**config.mk**
```make
export PLATFORM = sky130hd
export DESIGN_NAME = modular_exponentiation_top
export DESIGN_NICKNAME = d
export VERILOG_FILES = /design/src/hdl/mexp_pkg.sv /design/src/hdl/mexp_mulmod.sv /design/src/hdl/modular_exponentiation_top.sv
export SDC_FILE = /design/constraint.sdc
export NUM_CORES = 1
export LEC_CHECK = 0
export BUFFER_PORTS_ARGS = -buffer_cell sky130_fd_sc_hd__buf_4
export CORE_MARGIN = 5
export CORE_UTILIZATION = 64
export DETAILED_ROUTE_END_ITERATION = 16
export GPL_TIMING_DRIVEN = 0
export PLACE_DENSITY = 0.85
export SETUP_SLACK_MARGIN = 0.4
export SLEW_MARGIN = 20
export SYNTH_ARGS = -nofsm -noshare
export SYNTH_HDL_FRONTEND = slang
export SYNTH_SLANG_ARGS = --single-unit
```
**constraint.sdc**
```tcl
create_clock -name i_clk -period 16.85 [get_ports i_clk]
set_clock_uncertainty 0.05 [all_clocks]
set_input_delay 1.685 -clock i_clk [delete_from_list [all_inputs] [get_ports i_clk]]
set_output_delay 1.685 -clock i_clk [all_outputs]
set_load 0.1 [all_outputs]
```
**src/hdl/mexp_pkg.sv**
```systemverilog
// ----------------------------------------------------------------------------
// mexp_pkg
// Shared widths, constants and types of the modular exponentiation block.
// ----------------------------------------------------------------------------
package mexp_pkg;

    localparam int unsigned DATA_W        = 32;
    localparam int unsigned CNT_W         = $clog2(DATA_W);
    localparam int unsigned EXP_BITS      = 32;
    localparam int unsigned ADDR_W        = 3;
    localparam logic [DATA_W-1:0] MODULUS_RESET = 32'd1000000007;

    // register index, taken from paddr[2]
    localparam logic REG_MODULUS = 1'b0;

    // opcodes carried in tuser
    localparam logic OP_POWER   = 1'b0;
    localparam logic OP_INVERSE = 1'b1;

    // request to the serial modular multiplier: r = a * b mod m, a < m
    typedef struct packed {
        logic              start;
        logic [DATA_W-1:0] a;
        logic [DATA_W-1:0] b;
    } t_mm_req;

    typedef struct packed {
        logic              done;
        logic              busy;
        logic [DATA_W-1:0] r;
    } t_mm_rsp;

endpackage

```
**src/hdl/mexp_mulmod.sv**
```systemverilog
// ----------------------------------------------------------------------------
// mexp_mulmod
// Bit-serial interleaved modular multiplier, one multiplier bit per cycle.
// ----------------------------------------------------------------------------
module mexp_mulmod
    import mexp_pkg::*;
(
    input  logic              i_clk,
    input  logic              i_rst_n,
    input  t_mm_req           i_req,
    input  logic [DATA_W-1:0] i_modulus,
    output t_mm_rsp           o_rsp
);

    logic              r_busy;
    logic              r_done;
    logic [CNT_W-1:0]  r_cnt;
    logic [DATA_W-1:0] r_a;
    logic [DATA_W-1:0] r_b;
    logic [DATA_W-1:0] r_r;

    logic [DATA_W+1:0] w_m;
    logic [DATA_W+1:0] w_t0;
    logic [DATA_W+1:0] w_t1;
    logic [DATA_W+1:0] w_t2;

    // r < m and a < m, so 2r + a < 3m: two conditional subtracts suffice
    always_comb begin
        w_m  = {2'b00, i_modulus};
        w_t0 = {1'b0, r_r, 1'b0} + (r_b[DATA_W-1] ? {2'b00, r_a} : '0);
        w_t1 = (w_t0 >= w_m) ? (w_t0 - w_m) : w_t0;
        w_t2 = (w_t1 >= w_m) ? (w_t1 - w_m) : w_t1;
    end

    always_ff @(posedge i_clk) begin
        if (!i_rst_n) begin
            r_busy <= 1'b0;
            r_done <= 1'b0;
            r_cnt  <= '0;
        end else begin
            r_done <= r_busy && !i_req.start && (r_cnt == CNT_W'(DATA_W - 1));
            if (i_req.start) begin
                r_busy <= 1'b1;
                r_cnt  <= '0;
            end else if (r_busy) begin
                r_cnt <= r_cnt + CNT_W'(1);
                if (r_cnt == CNT_W'(DATA_W - 1)) begin
                    r_busy <= 1'b0;
                end
            end
        end
    end

    always_ff @(posedge i_clk) begin
        if (i_req.start) begin
            r_a <= i_req.a;
            r_b <= i_req.b;
            r_r <= '0;
        end else if (r_busy) begin
            r_r <= w_t2[DATA_W-1:0];
            r_b <= {r_b[DATA_W-2:0], 1'b0};
        end
    end

    assign o_rsp.done = r_done;
    assign o_rsp.busy = r_busy;
    assign o_rsp.r    = r_r;

    property p_no_restart;
        @(posedge i_clk) disable iff (!i_rst_n) i_req.start |-> !r_busy;
    endproperty
    a_no_restart: assert property (p_no_restart) else $error("mulmod restarted while busy");

    property p_done_after_busy;
        @(posedge i_clk) disable iff (!i_rst_n) r_done |-> $past(r_busy);
    endproperty
    a_done_after_busy: assert property (p_done_after_busy) else $error("done without work");

    property p_residue;
        @(posedge i_clk) disable iff (!i_rst_n) r_done |-> (r_r < i_modulus);
    endproperty
    a_residue: assert property (p_residue) else $error("product not reduced");

endmodule

```
**src/hdl/modular_exponentiation_top.sv**
```systemverilog
// ----------------------------------------------------------------------------
// Products run one at a time on the bit-serial multiplier: one base
//   reduction, then per exponent bit a multiply when set and a square while set
//   bits remain above, none for a zero exponent or a modulus below 2.
// One item at a time: the next beat can be taken in the cycle after the
//   result enters the output register; a full, stalled output holds S_OUT.
// Synchronous active-low reset; modulus resets to 1000000007.
// ----------------------------------------------------------------------------
// modular_exponentiation_top
// Square-and-multiply sequencer around a shared serial modular multiplier.
// ----------------------------------------------------------------------------
module modular_exponentiation_top
    import mexp_pkg::*;
(
    input  logic               i_clk,
    input  logic               i_rst_n,
    // APB configuration
    input  logic               i_psel,
    input  logic               i_penable,
    input  logic               i_pwrite,
    input  logic [ADDR_W-1:0]  i_paddr,
    input  logic [DATA_W-1:0]  i_pwdata,
    output logic [DATA_W-1:0]  o_prdata,
    output logic               o_pready,
    // input stream
    input  logic               i_s_axis_tvalid,
    output logic               o_s_axis_tready,
    input  logic [63:0]        i_s_axis_tdata,  // [31:0] base_value, [63:32] exponent
    input  logic [0:0]         i_s_axis_tuser,  // [0] opcode
    // output stream
    output logic               o_m_axis_tvalid,
    input  logic               i_m_axis_tready,
    output logic [DATA_W-1:0]  o_m_axis_tdata   // [31:0] result
);

    typedef enum logic [2:0] {
        S_IDLE,
        S_RED,
        S_MUL,
        S_SQR,
        S_OUT
    } t_state;

    t_state               r_state;
    logic [DATA_W-1:0]    r_modulus;
    logic [DATA_W-1:0]    r_acc;
    logic [DATA_W-1:0]    r_sq;
    logic [EXP_BITS-1:0]  r_exp;
    logic                 r_mm_start;
    logic                 r_out_valid;
    logic [DATA_W-1:0]    r_out_data;

    t_mm_req              w_req;
    t_mm_rsp              w_rsp;
    logic                 w_in_beat;
    logic [DATA_W-1:0]    w_exp_eff;
    logic                 w_exp_more;

    assign o_pready = 1'b1;
    assign o_prdata = (i_paddr[2] == REG_MODULUS) ? r_modulus : '0;

    always_ff @(posedge i_clk) begin
        if (!i_rst_n) begin
            r_modulus <= MODULUS_RESET;
        end else if (i_psel && i_penable && i_pwrite && (i_paddr[2] == REG_MODULUS)) begin
            r_modulus <= i_pwdata;
        end
    end

    assign o_s_axis_tready = (r_state == S_IDLE);
    assign w_in_beat       = i_s_axis_tvalid && o_s_axis_tready;
    assign w_exp_eff       = (i_s_axis_tuser[0] == OP_INVERSE) ? (r_modulus - DATA_W'(2))
                                                               : i_s_axis_tdata[63:32];
    assign w_exp_more      = (r_exp[EXP_BITS-1:1] != '0);

    always_comb begin
        w_req.start = r_mm_start;
        w_req.a     = r_sq;
        w_req.b     = r_acc;
        unique case (r_state)
            S_RED:   begin
                w_req.a = DATA_W'(1);
                w_req.b = r_sq;
            end
            S_SQR:   w_req.b = r_sq;
            default: w_req.b = r_acc;
        endcase
    end

    mexp_mulmod u_mulmod (
        .i_clk     (i_clk),
        .i_rst_n   (i_rst_n),
        .i_req     (w_req),
        .i_modulus (r_modulus),
        .o_rsp     (w_rsp)
    );

    always_ff @(posedge i_clk) begin
        if (!i_rst_n) begin
            r_state     <= S_IDLE;
            r_mm_start  <= 1'b0;
            r_out_valid <= 1'b0;
            r_out_data  <= '0;
            r_acc       <= DATA_W'(1);
            r_sq        <= '0;
            r_exp       <= '0;
        end else begin
            if (r_state == S_OUT && (!r_out_valid || i_m_axis_tready)) begin
                r_out_valid <= 1'b1;
                r_out_data  <= r_acc;
            end else if (r_out_valid && i_m_axis_tready) begin
                r_out_valid <= 1'b0;
            end
            unique case (r_state)
                S_IDLE: begin
                    r_mm_start <= w_in_beat && (r_modulus >= DATA_W'(2)) &&
                                  (EXP_BITS'(w_exp_eff) != '0);
                    if (w_in_beat) begin
                        if (r_modulus < DATA_W'(2)) begin
                            r_acc   <= '0;
                            r_sq    <= '0;
                            r_exp   <= '0;
                            r_state <= S_OUT;
                        end else begin
                            r_acc <= DATA_W'(1);
                            r_sq  <= i_s_axis_tdata[31:0];
                            r_exp <= EXP_BITS'(w_exp_eff);
                            if (EXP_BITS'(w_exp_eff) == '0) begin
                                r_state <= S_OUT;
                            end else begin
                                r_state <= S_RED;
                            end
                        end
                    end
                end
                S_RED: begin
                    r_mm_start <= w_rsp.done;
                    if (w_rsp.done) begin
                        r_sq    <= w_rsp.r;
                        r_state <= r_exp[0] ? S_MUL : S_SQR;
                    end
                end
                S_MUL: begin
                    r_mm_start <= w_rsp.done && w_exp_more;
                    if (w_rsp.done) begin
                        r_acc   <= w_rsp.r;
                        r_state <= w_exp_more ? S_SQR : S_OUT;
                    end
                end
                S_SQR: begin
                    r_mm_start <= w_rsp.done;
                    if (w_rsp.done) begin
                        r_sq    <= w_rsp.r;
                        r_exp   <= {1'b0, r_exp[EXP_BITS-1:1]};
                        // a square is only issued while a set bit remains above
                        r_state <= r_exp[1] ? S_MUL : S_SQR;
                    end
                end
                S_OUT: begin
                    r_mm_start <= 1'b0;
                    if (!r_out_valid || i_m_axis_tready) begin
                        r_exp   <= '0;
                        r_state <= S_IDLE;
                    end
                end
                default: begin
                    r_mm_start <= 1'b0;
                    r_state    <= S_IDLE;
                end
            endcase
        end
    end

    assign o_m_axis_tvalid = r_out_valid;
    assign o_m_axis_tdata  = r_out_data;

    property p_busy_not_ready;
        @(posedge i_clk) disable iff (!i_rst_n)
            (r_state != S_IDLE) |-> !o_s_axis_tready;
    endproperty
    a_busy_not_ready: assert property (p_busy_not_ready) else $error("ready while busy");

    property p_exp_live;
        @(posedge i_clk) disable iff (!i_rst_n)
            (r_state == S_MUL || r_state == S_SQR) |-> (r_exp != '0);
    endproperty
    a_exp_live: assert property (p_exp_live) else $error("product with exhausted exponent");

    property p_result_reduced;
        @(posedge i_clk) disable iff (!i_rst_n)
            (r_out_valid && r_modulus >= DATA_W'(2)) |-> (r_out_data < r_modulus);
    endproperty
    a_result_reduced: assert property (p_result_reduced) else $error("result not reduced");

    property p_start_pairs_done;
        @(posedge i_clk) disable iff (!i_rst_n)
            w_rsp.done |-> (r_state == S_RED || r_state == S_MUL || r_state == S_SQR);
    endproperty
    a_start_pairs_done: assert property (p_start_pairs_done) else $error("stray product");

    property p_busy_in_product;
        @(posedge i_clk) disable iff (!i_rst_n)
            w_rsp.busy |-> (r_state == S_RED || r_state == S_MUL || r_state == S_SQR);
    endproperty
    a_busy_in_product: assert property (p_busy_in_product) else $error("multiplier busy idle");

endmodule
```
# Yosys cells after proc, flatten, opt, wreduce, memory -nomap -nowiden
# Cells that the tools add are included.
# classes
n_addsub	5
n_mul	0
n_div	0
magnitude_cmp	4
n_eq_ne	11
n_shift	0
muxes	37
n_bitwise	2
n_reduce_logical	29
# ops
operator	count
2-to-1 mux 32 bit	15
one-hot mux 32 bit (2 select lines)	2
one-hot mux 32 bit (3 select lines)	1
>= comparator 34 x 32 -> 1 bit	2
adder 33 x 34 -> 34 bit	1
2-to-1 mux 34 bit	1
subtractor 34 x 32 -> 34 bit	1
>= comparator 32 x 2 -> 1 bit (second input constant)	1
logical NOT 32 bit	1
less-than comparator 32 x 2 -> 1 bit (second input constant)	1
nonzero test 32 bit	1
subtractor 32 x 2 -> 32 bit (second input constant)	1
subtractor 32 bit	1
nonzero test 31 bit	1
2-to-1 mux 3 bit	8
one-hot mux 3 bit (5 select lines)	1
inequality test 2 x 1 -> 1 bit (second input constant)	6
logical AND 1 bit	11
2-to-1 mux 1 bit	8
nonzero test 2 bit	4
equality test 3 x 2 -> 1 bit (second input constant)	2
AND reduction 3 bit	2
adder 5 x 1 -> 5 bit (second input constant)	1
equality test 5 bit (second input constant)	1
11 further kinds	14
# word_totals
regBits	268
latchBits	0
ramBits	0
rom_bits	0
output_inout_bits	67
wordCells	102
mem_count	0

# Longest topological paths before layout
# logic_depth
depth_word	7
depth_mapped	36
depth_no_buf	33

# Hierarchy
# A second synthesis with hierarchy kept.
# unflattened
hier_cells	2223
hier_area_um2	18474.0
# modules_own_cells
module	instances	cells_per_inst	area_per_inst_um2
mexp_mulmod	1	1105	9693.0
modular_exponentiation_top	1	1118	8780.9

# Worst setup path before layout
# OpenSTA, ideal clock, no wires.
# synth_timing
kind	reg2reg
start	register u_mulmod.r_b[31]
end	register u_mulmod.r_r[27]
setup_time_ps	80
arrival_time_ps	7455
required_ps	16720
setup_slack_ps	9265
stages_incl_launch_ff	34
period_less_slack_ps	7585
path_cell_list	edfxtp_1 -> clkbuf_1 -> and2_1 -> ha_1 -> inv_1 -> fa_1 -> nor2b_1 -> o31a_1 -> o31a_1 -> or3_1 -> a21oi_1 -> xnor2_1 -> ha_1 -> nand2_1 -> nor3_1 -> and3_1 -> a211oi_2 -> a2111oi_2 -> o32ai_1 -> nand3b_1 -> buf_2 -> mux2_1 -> ha_1 -> clkbuf_1 -> a21oi_1 -> o21ai_1 -> and3_1 -> or4_1 -> a41oi_1 -> o21ai_1 -> a2111o_1 -> o311ai_1 -> o211ai_1 -> o211ai_1
# synth_via
elab_chain_len	6
# synth_lines
element	line	rtl
start: declaration	mexp_mulmod.sv:19	logic [DATA_W-1:0] r_b;
start signal: assignment	mexp_mulmod.sv:57	r_b <= i_req.b;
start signal: assignment	mexp_mulmod.sv:61	r_b <= {r_b[DATA_W-2:0], 1'b0};
2-to-1 mux 32 bit *	mexp_mulmod.sv:30	w_t0 = {1'b0, r_r, 1'b0} + (r_b[DATA_W-1] ? {2'b00, r_a} : '0);
adder 33 x 34 -> 34 bit *	mexp_mulmod.sv:30	
subtractor 34 x 32 -> 34 bit / >= comparator 34 x 32 -> 1 bit (equally long branches)	mexp_mulmod.sv:31	w_t1 = (w_t0 >= w_m) ? (w_t0 - w_m) : w_t0;
2-to-1 mux 34 bit *	mexp_mulmod.sv:31	
subtractor 32 bit / >= comparator 34 x 32 -> 1 bit (equally long branches)	mexp_mulmod.sv:32	w_t2 = (w_t1 >= w_m) ? (w_t1 - w_m) : w_t1;
2-to-1 mux 32 bit *	mexp_mulmod.sv:32	
end signal: assignment	mexp_mulmod.sv:60	r_r <= w_t2[DATA_W-1:0];
end: declaration	mexp_mulmod.sv:20	logic [DATA_W-1:0] r_r;
# Every way passes the cells marked *; elsewhere a longest branch is shown, timed or not.
# A chain may end at the register's enable or synchronous reset.

# Worst setup path in the final report
# layout_timing
start	register u_mulmod.r_b[31]
end	register u_mulmod.r_r[12]
# The elaborated chain is that of the path after synthesis.

==> flow_summary.ini <==
[status]
status = complete, no violations

[placed_design]
placedCellCount = 2716
place_congestion = 1.05
io_buffers = 169
dpl.hpwl_mm = 47.1
place_area_um2 = 19600

[timing]
period_minus_slack_ps = 9860
rsz0062_at_grt = false
finalSetupViolations = 0
slew_viol_final = 0
final_hold_viol_count = 0
tns_ps = 0
fin_crit_sh = 0.585
slew_headroom = 0.339
fmax_ghz = 0.101
tightest_slew_ps = 983

[critical_path]
crit_arrival_ps = 10240
path_delay_family = compound AO/OA/AOI/OAI gates
rrSetupSlack_ps = 6990
criticalPathCategory = flip-flop to flip-flop
cpPeakStageDelay_ps = 490
cp_max_fo = 10
r2r_start = u_mulmod.r_b[31]
cp_num_buf_inv = 7
crit_slowest_cell = edfxtp_1
r2r_cells = 35
r2r_end = u_mulmod.r_r[12]
setup.worst_path.end_class = flip-flop
path_common_cell = clkbuf_1
required_ps = 17220
start_kind = flip-flop

[layout]
fin_nets = 2576
n_fill_cell = 2131
seq_area_um2 = 6010
fin_util = 0.744
multi_input_area_um2 = 11100
area_growth_pct = 15.3
design_area_um2 = 20600
num_antenna_cells = 0
drive_above_1_share = 0.107
finalNonFillerCells = 2768

[worst_hold_path]
hold-path-cell-count = 2
hold_class = flip-flop to flip-flop
whs_endpoint = o_m_axis_tdata[21]
worstHoldStart = o_m_axis_tdata[21]

[cts]
hold_buffers = 0
post_cts_resized = 0
clk-insertion-delay-late_ps = 560
clkSlewWorstSetupHoldPaths_ps = 60
cts.sinks = 268
htreeDepth = 1
cts_setup_buffers = 0
root_buffer = clkbuf_16
clock_path_buffers = 3
numCtsBuffers = 28
cts_tree = built

[yosys]
ys_seq_area_frac = 0.337
synth_compound_area_frac = 0.259
synth_cells = 2168
synthTopCellsByArea = dfxtp_1, edfxtp_1, nand2_1, ha_1, a21boi_0
synth_top_area_share = 0.229
yosys-top-cells-count = nand2_1, dfxtp_1, nor2_1
synth_fp_nets = 2376
yosys.area.top_type = dfxtp_1
synthAdderAreaFrac = 0.0721
synth_edf_count = 64
synthXorXnorAreaFrac = 0.0515
ys_ff_latch = 268
ys_warn_count = 0
synth_area_um2 = 17800
synth.most_common_cell = nand2_1
synth.area.mux_share = 0.0217
async_reset_ff_frac = 0
synth_top_family_by_area = compound AO/OA/AOI/OAI gates
synth_ff_type = dfxtp_1
synth-simple-area-share = 0.216
avgSynthCellArea_um2 = 8.23
ys_types = 82

[power]
ir_drop_v = 0.000193
p_per_area_nw_per_um2 = 153
p_leak_uw = 0.00883
power_uw = 3140

[drt]
met3_length_mm = 4.66
met1_length_mm = 22.8
drtIter0Drc = 1969
wirelength_mm = 59.9
ant_nets = 0
top_layer_used = met4
routedWlPerCell_um = 21.6
post-route-drc-count = 0
vias = 17900
firstDrtPassIters = 7
met2WireLength_mm = 28.0
viasPerCell = 6.46

[floorplanning]
start_util = 0.645
die_area_um2 = 31300
rows = 61
die_h_um = 177
ios = 174
core_um2 = 27600
fp.dieW_um = 177

[global_routing]
grt_overflow = 0
grt_usage = 0.368
grt_pass1_vias = 17300
grt_max_degree = 37
antenna_found_initial = 0
grt_pass1_wl_mm = 91.6

[run]
maxCapViolCount = 0
logic make-up after synthesis:
group                    count (synthesis)
adder cells (fa/ha/maj)                101
AND/OR/NAND/NOR                        816
multiplexers                            36
XOR/XNOR                               104
AO/OA/AOI/OAI                          645
flip-flops                             268
buffers and inverters                  197
other                                    1
layout by cell type (no fill, tap or decap), types with 15 or more instances in the layout:
cell | synthesis | routed
o21ai_0 | 56 | 56
a21o_1 | 43 | 43
and2_1 | 48 | 48
ha_1 | 98 | 98
nand2b_1 | 16 | 16
clkbuf_16 | 0 | 29
nor2b_1 | 49 | 49
buf_4 | 1 | 170
xor2_1 | 28 | 28
o211a_1 | 66 | 66
clkbuf_1 | 117 | 119
mux2i_1 | 15 | 15
a211oi_1 | 21 | 21
a21boi_0 | 90 | 90
xnor2_1 | 75 | 75
o211ai_1 | 56 | 56
nand3_1 | 72 | 72
nor4_1 | 16 | 16
nand2_1 | 358 | 358
dfxtp_1 | 204 | 203
nor2_1 | 141 | 141
inv_1 | 66 | 65
a31oi_1 | 45 | 45
a22oi_1 | 55 | 55
a21oi_1 | 110 | 110
nor3_1 | 24 | 24
and3_1 | 20 | 20
edfxtp_1 | 64 | 64
stage by stage:
step                      hold slack (ps)  setup slack, ps
after floorplan                       401             9260
after global placement                405             7470
after detailed placement              410             7330
after CTS                             419             7240
after global routing                  434             6410
final                                 415             6990
flip-flops by register name, summed over array words and instances, names as in the netlist:
register and cells:
o_m_axis_tdata 32, o_m_axis_tvalid 1, r_acc 32, r_exp 32
r_mm_start 1, r_modulus 32, r_sq 32, r_state 3
u_mulmod.r_a 32, u_mulmod.r_b 32, u_mulmod.r_busy 1, u_mulmod.r_cnt 5
u_mulmod.r_done 1, u_mulmod.r_r 32
power by group:
| part | total [µW] | switching [µW] | internal, µW |
|---|---|---|---|
| Combinational | 1720 | 1060 | 661 |
| Clock | 645 | 264 | 381 |
| Sequential | 779 | 62.3 | 716 |
| Total | 3140 | 1380 | 1760 |
worst max path at each step:
stage | slack (ps) | start | to | cells past startpoint
global route | 6410 | u_mulmod.r_b[31] | u_mulmod.r_r[2] | 33
global placement | 7470 | u_mulmod.r_b[31] | u_mulmod.r_r[16] | 33
floorplan | 9260 | u_mulmod.r_b[31] | u_mulmod.r_r[27] | 33
finish | 6990 | u_mulmod.r_b[31] | u_mulmod.r_r[12] | 35
detailed placement | 7330 | u_mulmod.r_b[31] | u_mulmod.r_r[9] | 34
CTS | 7240 | u_mulmod.r_b[31] | u_mulmod.r_r[16] | 33
worst min-delay path, cell delays in order, from the launching register on:
cell and delay (ps):
dfxtp_1 310, nand2_1 50, a21boi_0 60
layer usage:
| metal | up-vias | GRT usage |
|---|---|---|
| li1 | 8286 | - |
| met1 | 8416 | 0.450 |
| met2 | 932 | 0.608 |
| met3 | 249 | 0.0587 |
| met4 | 0 | 0.230 |
| met5 | - | 0 |
layout make-up:
| type | count | area share |
|---|---|---|
| buffer | 131 | 0.0244 |
| clock buffer | 36 | 0.0390 |
| clock inverter | 16 | 0.00791 |
| inverter | 66 | 0.0120 |
| multi-input combinational | 1703 | 0.539 |
| sequential | 268 | 0.292 |
| tap | 378 | 0.0230 |
| timing repair buffer | 170 | 0.0627 |
No activity file was read; power rests on OpenSTA's default activity.
